$ cat src/hw/rtl/quadratic_form_gradient_core_defines.svh
// Assertion helpers shared by qfg_front and qfg_back.
// Each one expects clk and arst_n in the scope where it is used.
`ifndef QUADRATIC_FORM_GRADIENT_CORE_DEFINES_SVH
`define QUADRATIC_FORM_GRADIENT_CORE_DEFINES_SVH

// Same-cycle implication.
`define QFG_ASSERT_IMP(lbl, ante, cons, msg) \
	lbl: assert property (@(posedge clk) disable iff (!arst_n) (ante) |-> (cons)) \
		else $error(msg);

// Next-cycle implication.
`define QFG_ASSERT_NXT(lbl, ante, cons, msg) \
	lbl: assert property (@(posedge clk) disable iff (!arst_n) (ante) |=> (cons)) \
		else $error(msg);

`endif

$ cat src/hw/rtl/qfg_pkg.sv
`timescale 1ns / 1ps
`default_nettype none

package qfg_pkg;

	// Opcodes of the input word.
	localparam logic [1:0] OP_LOAD_H = 2'd0;
	localparam logic [1:0] OP_LOAD_C = 2'd1;
	localparam logic [1:0] OP_LOAD_X = 2'd2;
	localparam logic [1:0] OP_EVAL   = 2'd3;

	localparam int IDX_W   = 4;   // index fields
	localparam int VAL_W   = 32;  // Q16.16 operands
	localparam int LEN_W   = 5;   // vector_length register
	localparam int HX_W    = 52;  // sum of up to 16 Q.16 products
	localparam int GRAD_W  = 48;
	localparam int FORM_W  = 64;
	localparam int ACC_W   = 96;  // twice the form, Q.32
	localparam int PROD_W  = 64;
	localparam int HX_SPLIT = 26; // Hx is multiplied in two 26-bit halves

	localparam logic [LEN_W-1:0] LEN_RESET = 5'd16;

	localparam int QDEPTH = 4;
	localparam int QPTR_W = 2;
	localparam int QCNT_W = 3;

	typedef struct packed {
		logic [1:0]              op;
		logic [IDX_W-1:0]        row;
		logic [IDX_W-1:0]        col;
		logic signed [VAL_W-1:0] value;
	} qfg_item_t;

	// Tag that travels with an operand pair through read and multiply.
	typedef struct packed {
		logic             valid;
		logic             fm;      // form phase, else Hx phase
		logic             first;   // first column of a row
		logic             last_j;  // last column of a row
		logic [1:0]       k;       // form sub-step
		logic [IDX_W-1:0] idx;     // Hx row
	} qfg_tag_t;

	localparam logic [1:0] FM_CX   = 2'd0;
	localparam logic [1:0] FM_XHLO = 2'd1;
	localparam logic [1:0] FM_XHHI = 2'd2;

endpackage

`default_nettype wire

$ cat src/hw/rtl/qfg_front.sv
`timescale 1ns / 1ps
`default_nettype none
`include "quadratic_form_gradient_core_defines.svh"

module qfg_front #(
	parameter int MAX_VARS = 16
) (
	input  wire logic                              clk,
	input  wire logic                              arst_n,
	input  wire logic                              in_valid,
	output logic                                   in_stall,
	input  wire logic [1:0]                        opcode,
	input  wire logic [qfg_pkg::IDX_W-1:0]         row_index,
	input  wire logic [qfg_pkg::IDX_W-1:0]         col_index,
	input  wire logic signed [qfg_pkg::VAL_W-1:0]  value,
	output logic                                   q_valid,
	output qfg_pkg::qfg_item_t                     q_item,
	input  wire logic                              q_pop
);
	import qfg_pkg::*;

	qfg_item_t          fifo_q [QDEPTH];
	logic [QPTR_W-1:0]  wr_ptr_q;
	logic [QPTR_W-1:0]  rd_ptr_q;
	logic [QCNT_W-1:0]  count_q;
	logic               accept;
	logic               keep;
	logic               push;
	logic               pop;
	logic               row_ok;
	logic               col_ok;

	assign in_stall = (count_q == QCNT_W'(QDEPTH));
	assign accept   = in_valid && !in_stall;

	// Out-of-range loads are dropped here.
	assign row_ok = (32'(row_index) < 32'(MAX_VARS));
	assign col_ok = (32'(col_index) < 32'(MAX_VARS));

	always_comb begin
		unique case (opcode)
			OP_LOAD_H: keep = row_ok && col_ok;
			OP_LOAD_C, OP_LOAD_X: keep = row_ok;
			OP_EVAL: keep = 1'b1;
			default: keep = 1'b0;
		endcase
	end

	assign push    = accept && keep;
	assign q_valid = (count_q != '0);
	assign pop     = q_pop && q_valid;
	assign q_item  = fifo_q[rd_ptr_q];

	always_ff @(posedge clk) begin
		if (push) begin
			fifo_q[wr_ptr_q] <= '{op: opcode, row: row_index, col: col_index, value: value};
		end
	end

	always_ff @(posedge clk or negedge arst_n) begin
		if (!arst_n) begin
			wr_ptr_q <= '0;
			rd_ptr_q <= '0;
			count_q  <= '0;
		end else begin
			if (push) begin
				wr_ptr_q <= wr_ptr_q + QPTR_W'(1);
			end
			if (pop) begin
				rd_ptr_q <= rd_ptr_q + QPTR_W'(1);
			end
			if (push && !pop) begin
				count_q <= count_q + QCNT_W'(1);
			end else if (pop && !push) begin
				count_q <= count_q - QCNT_W'(1);
			end
		end
	end

	`QFG_ASSERT_NXT(a_fill_up, push && !pop, count_q == $past(count_q) + QCNT_W'(1), "queue count lost a push")
	`QFG_ASSERT_IMP(a_fill_max, 1'b1, count_q <= QCNT_W'(QDEPTH), "queue overfilled")

endmodule

`default_nettype wire

$ cat config.mk
export PLATFORM = sky130hd
export DESIGN_NAME = qfg_front
export DESIGN_NICKNAME = d
export VERILOG_FILES = /design/src/hw/rtl/qfg_pkg.sv /design/src/hw/rtl/qfg_front.sv
export VERILOG_INCLUDE_DIRS = /design/src /design/src/hw/rtl
export SDC_FILE = /design/constraint.sdc
export NUM_CORES = 1
export LEC_CHECK = 0
export BUFFER_PORTS_ARGS = -buffer_cell sky130_fd_sc_hd__buf_2
export CAP_MARGIN = 20
export CORE_MARGIN = 2
export CORE_UTILIZATION = 60
export CTS_CLUSTER_SIZE = 12
export DETAILED_ROUTE_END_ITERATION = 10
export GPL_TIMING_DRIVEN = 0
export HOLD_SLACK_MARGIN = 0.15
export PLACE_DENSITY = 0.95
export SYNTH_ARGS = -nofsm -noshare
export SYNTH_HDL_FRONTEND = slang
export SYNTH_SLANG_ARGS = --single-unit
export TNS_END_PERCENT = 50
$ cat constraint.sdc
create_clock -name clk -period 3.6 [get_ports clk]
set_input_delay 0.72 -clock clk [delete_from_list [all_inputs] [get_ports clk]]
set_output_delay 0.72 -clock clk [all_outputs]
set_load 0.01 [all_outputs]
==> impl_results.html <==
<table>
<tr><th>Metric</th><th>Value</th></tr>
<tr><th colspan="2">Pwr</th></tr>
<tr><td>Net switching fraction of the power</td><td>27.8%</td></tr>
<tr><td>Register share of total power</td><td>a little over two fifths</td></tr>
<tr><td>Combinational share of power</td><td>between 30% and 40%</td></tr>
<tr><td>Cell Int Power</td><td>4.75 mW</td></tr>
<tr><td>Clk pwr share</td><td>around 27%</td></tr>
<tr><td>Total leakage power</td><td>~2.8 nW</td></tr>
<tr><td>Worst-case vdd ir drop</td><td>approximately 440 µV</td></tr>
<tr><td>Reported net switching power</td><td>1.83 mW</td></tr>
<tr><td>Pwr per Cell Area</td><td>838 nW/µm²</td></tr>
<tr><th colspan="2">Worst setup path</th></tr>
<tr><td>CP cell instances</td><td>buf_6 -&gt; buf_12 -&gt; mux4_2 -&gt; buf_2</td></tr>
<tr><td>Buf+Inv Stages, Crit Path</td><td>3</td></tr>
<tr><td>Capturing point of the worst reg2reg path</td><td>count_q[2]</td></tr>
<tr><td>Cells on worst reg2reg path</td><td>8</td></tr>
<tr><td>Critical path capture point</td><td>q_item[19]</td></tr>
<tr><td>Top cell family by delay on the critical path</td><td>multiplexers</td></tr>
<tr><td>Worst R2R Setup Slack</td><td>1.46 ns</td></tr>
<tr><td>Critical Path Slowest Stage Cell</td><td>mux4_2</td></tr>
<tr><td>Critical path type</td><td>flop to output pin</td></tr>
<tr><td>Worst stage delay on the critical path</td><td>0.52 ns</td></tr>
<tr><td>Total stage count of the critical path</td><td>4</td></tr>
<tr><td>Timing startpoint of the critical path</td><td>rd_ptr_q[0]</td></tr>
<tr><td>Start of the worst register-to-register path</td><td>count_q[0]</td></tr>
<tr><td>Startpoint kind of the worst setup timing path</td><td>flop</td></tr>
<tr><td>Nature of the critical path endpoint</td><td>output pin</td></tr>
<tr><td>Worst endpoint data arrival time</td><td>1.89 ns</td></tr>
<tr><td>Critical path peak fanout</td><td>10</td></tr>
<tr><td>Required time of the worst setup path</td><td>2.88 ns</td></tr>
<tr><th colspan="2">Timing</th></tr>
<tr><td>Number of hold violations in the final report</td><td>0</td></tr>
<tr><td>Pins Over Slew Limit</td><td>0</td></tr>
<tr><td>Worst-case clock skew</td><td>0.0119 ns</td></tr>
<tr><td>Period minus WS final</td><td>2.61 ns</td></tr>
<tr><td>Final setup fails</td><td>0</td></tr>
<tr><td>Post-route fraction of the period consumed by the critical path</td><td>72.5%</td></tr>
<tr><td>Setup repair after global routing missed its margin</td><td>no</td></tr>
<tr><td>Top achievable clock speed</td><td>between 300 and 400 MHz</td></tr>
<tr><td>Headroom to the max-slew limit</td><td>66.3%</td></tr>
<tr><td>Actual slew at the worst max-slew pin</td><td>0.505 ns</td></tr>
<tr><td>Final Worst Setup Slack</td><td>0.991 ns</td></tr>
<tr><td>Summed negative setup slack over all endpoints</td><td>0 ns</td></tr>
<tr><th colspan="2">Floorplanning</th></tr>
<tr><td>Core region area</td><td>10,700 µm²</td></tr>
<tr><td>Die area</td><td>11,800 µm²</td></tr>
<tr><td>Die Span Y</td><td>108 µm</td></tr>
<tr><td>Number of placement rows</td><td>38</td></tr>
<tr><td>Boundary pin count</td><td>90</td></tr>
<tr><td>Horizontal die dimension</td><td>~110 µm</td></tr>
<tr><td>Effective utilization at floorplan</td><td>60.9%</td></tr>
<tr><th colspan="2">Route</th></tr>
<tr><td>Via/cell ratio</td><td>5.64</td></tr>
<tr><td>Post-DR wirelength/cell</td><td>about 21 µm</td></tr>
<tr><td>Initial detailed-routing violation count</td><td>138</td></tr>
<tr><td>Total via count after detailed routing</td><td>2,939</td></tr>
<tr><td>Detailed-route DRC error count</td><td>0</td></tr>
<tr><td>DRT Pass-1 Iters</td><td>4</td></tr>
<tr><td>Antenna-violating nets left</td><td>0</td></tr>
<tr><td>Wirelength, routed</td><td>11,100 µm</td></tr>
<tr><th colspan="2">Synthesis</th></tr>
<tr><td>Fraction of synthesis flops using an asynchronous set or reset pin</td><td>4.00%</td></tr>
<tr><td>Largest area contributor in the synthesized netlist</td><td>edfxtp_1</td></tr>
<tr><td>Synthesized area per cell</td><td>25.7 µm²</td></tr>
<tr><td>Synthesized net count</td><td>307</td></tr>
<tr><td>Post-synthesis sequential element count</td><td>175</td></tr>
<tr><td>Post-synthesis sequential area ratio</td><td>79.8%</td></tr>
<tr><td>Post-synth EDFFs</td><td>around 170</td></tr>
<tr><td>Cells taking the most area after synthesis</td><td>edfxtp_1 77%, mux4_2 13%, dfrtp_1 2.7%, mux4_1 1.6%, buf_12 1.2%</td></tr>
<tr><td>Post-synthesis instance area</td><td>6540 µm²</td></tr>
<tr><td>Leading register cell type out of synthesis</td><td>edfxtp_1</td></tr>
<tr><td>Count of mapped cells out of synthesis</td><td>roughly 260</td></tr>
<tr><td>Ys Warns</td><td>0</td></tr>
<tr><td>Synth cell types</td><td>21</td></tr>
<tr><td>Top cell type's share of synthesized area</td><td>77.1%</td></tr>
<tr><th colspan="2">Global routing</th></tr>
<tr><td>Via count of the first global-routing pass</td><td>3,090</td></tr>
<tr><td>First-pass GRT wire length</td><td>16,700 µm</td></tr>
<tr><td>Maximum number of pins on one net before global-route repair</td><td>36</td></tr>
<tr><td>Gr ovfl total</td><td>0</td></tr>
<tr><td>Antenna violations before repair</td><td>0</td></tr>
<tr><td>Global-route usage over all layers</td><td>between 20% and 30%</td></tr>
<tr><th colspan="2">CTS</th></tr>
<tr><td>Clock buffers created by TritonCTS</td><td>17</td></tr>
<tr><td>Root buffer selected by CTS</td><td>clkbuf_8</td></tr>
<tr><td>Postcts setup bufs</td><td>0</td></tr>
<tr><td>TritonCTS clock tree</td><td>yes</td></tr>
<tr><td>Maximum root-to-sink buffer count</td><td>2</td></tr>
<tr><td>Skew-Pair Late Insertion Delay</td><td>0.52 ns</td></tr>
<tr><td>Sink count of the clock tree</td><td>roughly 180</td></tr>
<tr><td>Clock transition time at the flip-flop clock pins of the worst setup and hold paths</td><td>0.07 ns</td></tr>
<tr><td>Clock H-tree levels</td><td>4</td></tr>
<tr><th colspan="2">Placed design</th></tr>
<tr><td>Worst setup slack before clock tree synthesis</td><td>about 1.4 ns</td></tr>
<tr><td>Post-detailed-placement half-perimeter wirelength</td><td>6830 µm</td></tr>
<tr><td>Routability congestion estimate</td><td>0.714</td></tr>
<tr><td>Number of buffers added on ports</td><td>89</td></tr>
<tr><td>Post-detailed-placement cell area</td><td>a little over 7000 µm²</td></tr>
<tr><th colspan="2">Layout</th></tr>
<tr><td>Area growth, synth to finish</td><td>19.9%</td></tr>
<tr><td>Antenna Cells</td><td>0</td></tr>
<tr><td>Post-route standard cell area excluding fillers</td><td>7850 µm²</td></tr>
<tr><td>Share of cells above drive strength 1</td><td>a little under half</td></tr>
<tr><td>Layout net count</td><td>420</td></tr>
<tr><th colspan="2">Outcome</th></tr>
<tr><td>Run status</td><td>completed</td></tr>
<tr><th colspan="2">Min path</th></tr>
<tr><td>Hold Crit Depth</td><td>1</td></tr>
<tr><td>HP Class</td><td>input pin to flop</td></tr>
<tr><td>Startpoint of the tightest hold check path</td><td>value[21]</td></tr>
<tr><th colspan="2">Run</th></tr>
<tr><td>Max-Cap Viols</td><td>0</td></tr>
</table>
## cell type report
cell class | instances | area (µm²)
Timing Repair Buffer | 94 | 536
Fill cell | 626 | 2900
Buffer | 11 | 128
Clock buffer | 26 | 522
Clock inverter | 6 | 67.6
Multi-Input combinational cell | 66 | 1190
Inverter | 3 | 11.3
Tap cell | 140 | 175
Sequential cell | 175 | 5220
## sequential cells by signal (all words and copies together) (netlist names)
signal	count
fifo_q	168
count_q	3
rd_ptr_q	2
wr_ptr_q	2
## worst min-delay path by stage
stage                         end  slack (ns)
CTS                 fifo_q[0][21]        0.39
finish              fifo_q[0][21]        0.41
global placement       count_q[2]        0.46
floorplan              count_q[0]        0.42
detailed placement     count_q[2]        0.50
global route        fifo_q[0][21]        0.39
## cells in the mapped netlist (2+ instances only)
library cell,instances
and2_1,4
xor2_1,2
buf_6,2
inv_1,3
buf_2,5
buf_12,4
ha_1,5
xnor2_1,4
mux4_2,38
mux4_1,4
dfrtp_1,7
edfxtp_1,168
## cell families (layout without fill, tap and decap cells)
kind of cell	Yosys count	after routing	synth area share, %
buffers and inverters	14	140	2.12
DFF	175	175	79.8
muxes	44	44	15.1
xor gates and xnor gates	6	6	0.803
adders and majority gates	6	6	1.26
and+or+nand+nor	10	10	0.956
## routing by layer
metal	up-vias	global-route usage, %	share of wire, %
met5	-	0	0
met4	0	6.59	0.75
met3	9	5.97	5.7
met2	87	32.9	52
met1	1541	26.4	41
li1	1302	-	-
## placed cells by master, fill, tap and decap left out, types with 3 or more instances in the layout
master,count
dfrtp_1,7
clkbuf_1,5
mux4_1,4
inv_1,3
clkbuf_16,19
ha_1,5
and2_2,4
buf_2,94
buf_12,8
edfxtp_1,168
mux4_2,38
xnor2_1,4
## worst register-to-register path, stage by stage, from the launching register on
cell     delay [ns]
dfrtp_1        0.44
or3_1          0.44
nand2_1        0.13
ha_1           0.20
inv_1          0.07
fa_1           0.37
xor2_1         0.15
nor2_1         0.11
xor2_1         0.16
## power groups by stage
stage                     clock network (mW)  registers [mW]  logic, mW
after floorplan                            0            2.82       1.34
after global placement                     0            2.85       1.91
after detailed placement                   0            2.86       2.02
after CTS                               1.80            2.82       2.03
after global routing                    1.88            2.85       2.13
final                                   1.77            2.82       1.99
## per-stage QoR
stage               instances  utilization (%)  total power, mW  hold slack [ns]
floorplan                 255                -             4.16            0.424
global placement          484             66.7             4.76            0.462
detailed placement        488             67.5             4.88            0.499
CTS                       521             73.0             6.65            0.385
global route              521             73.0             6.86            0.389
finish                    521             73.0             6.58            0.411
## repair_timing
item,4_1_cts,5_1_grt
gates resized for setup,0,0
hold buffers,1,0
endpoints found under the hold margin,7,0
Note: power is estimated with default switching activity, not from simulation.
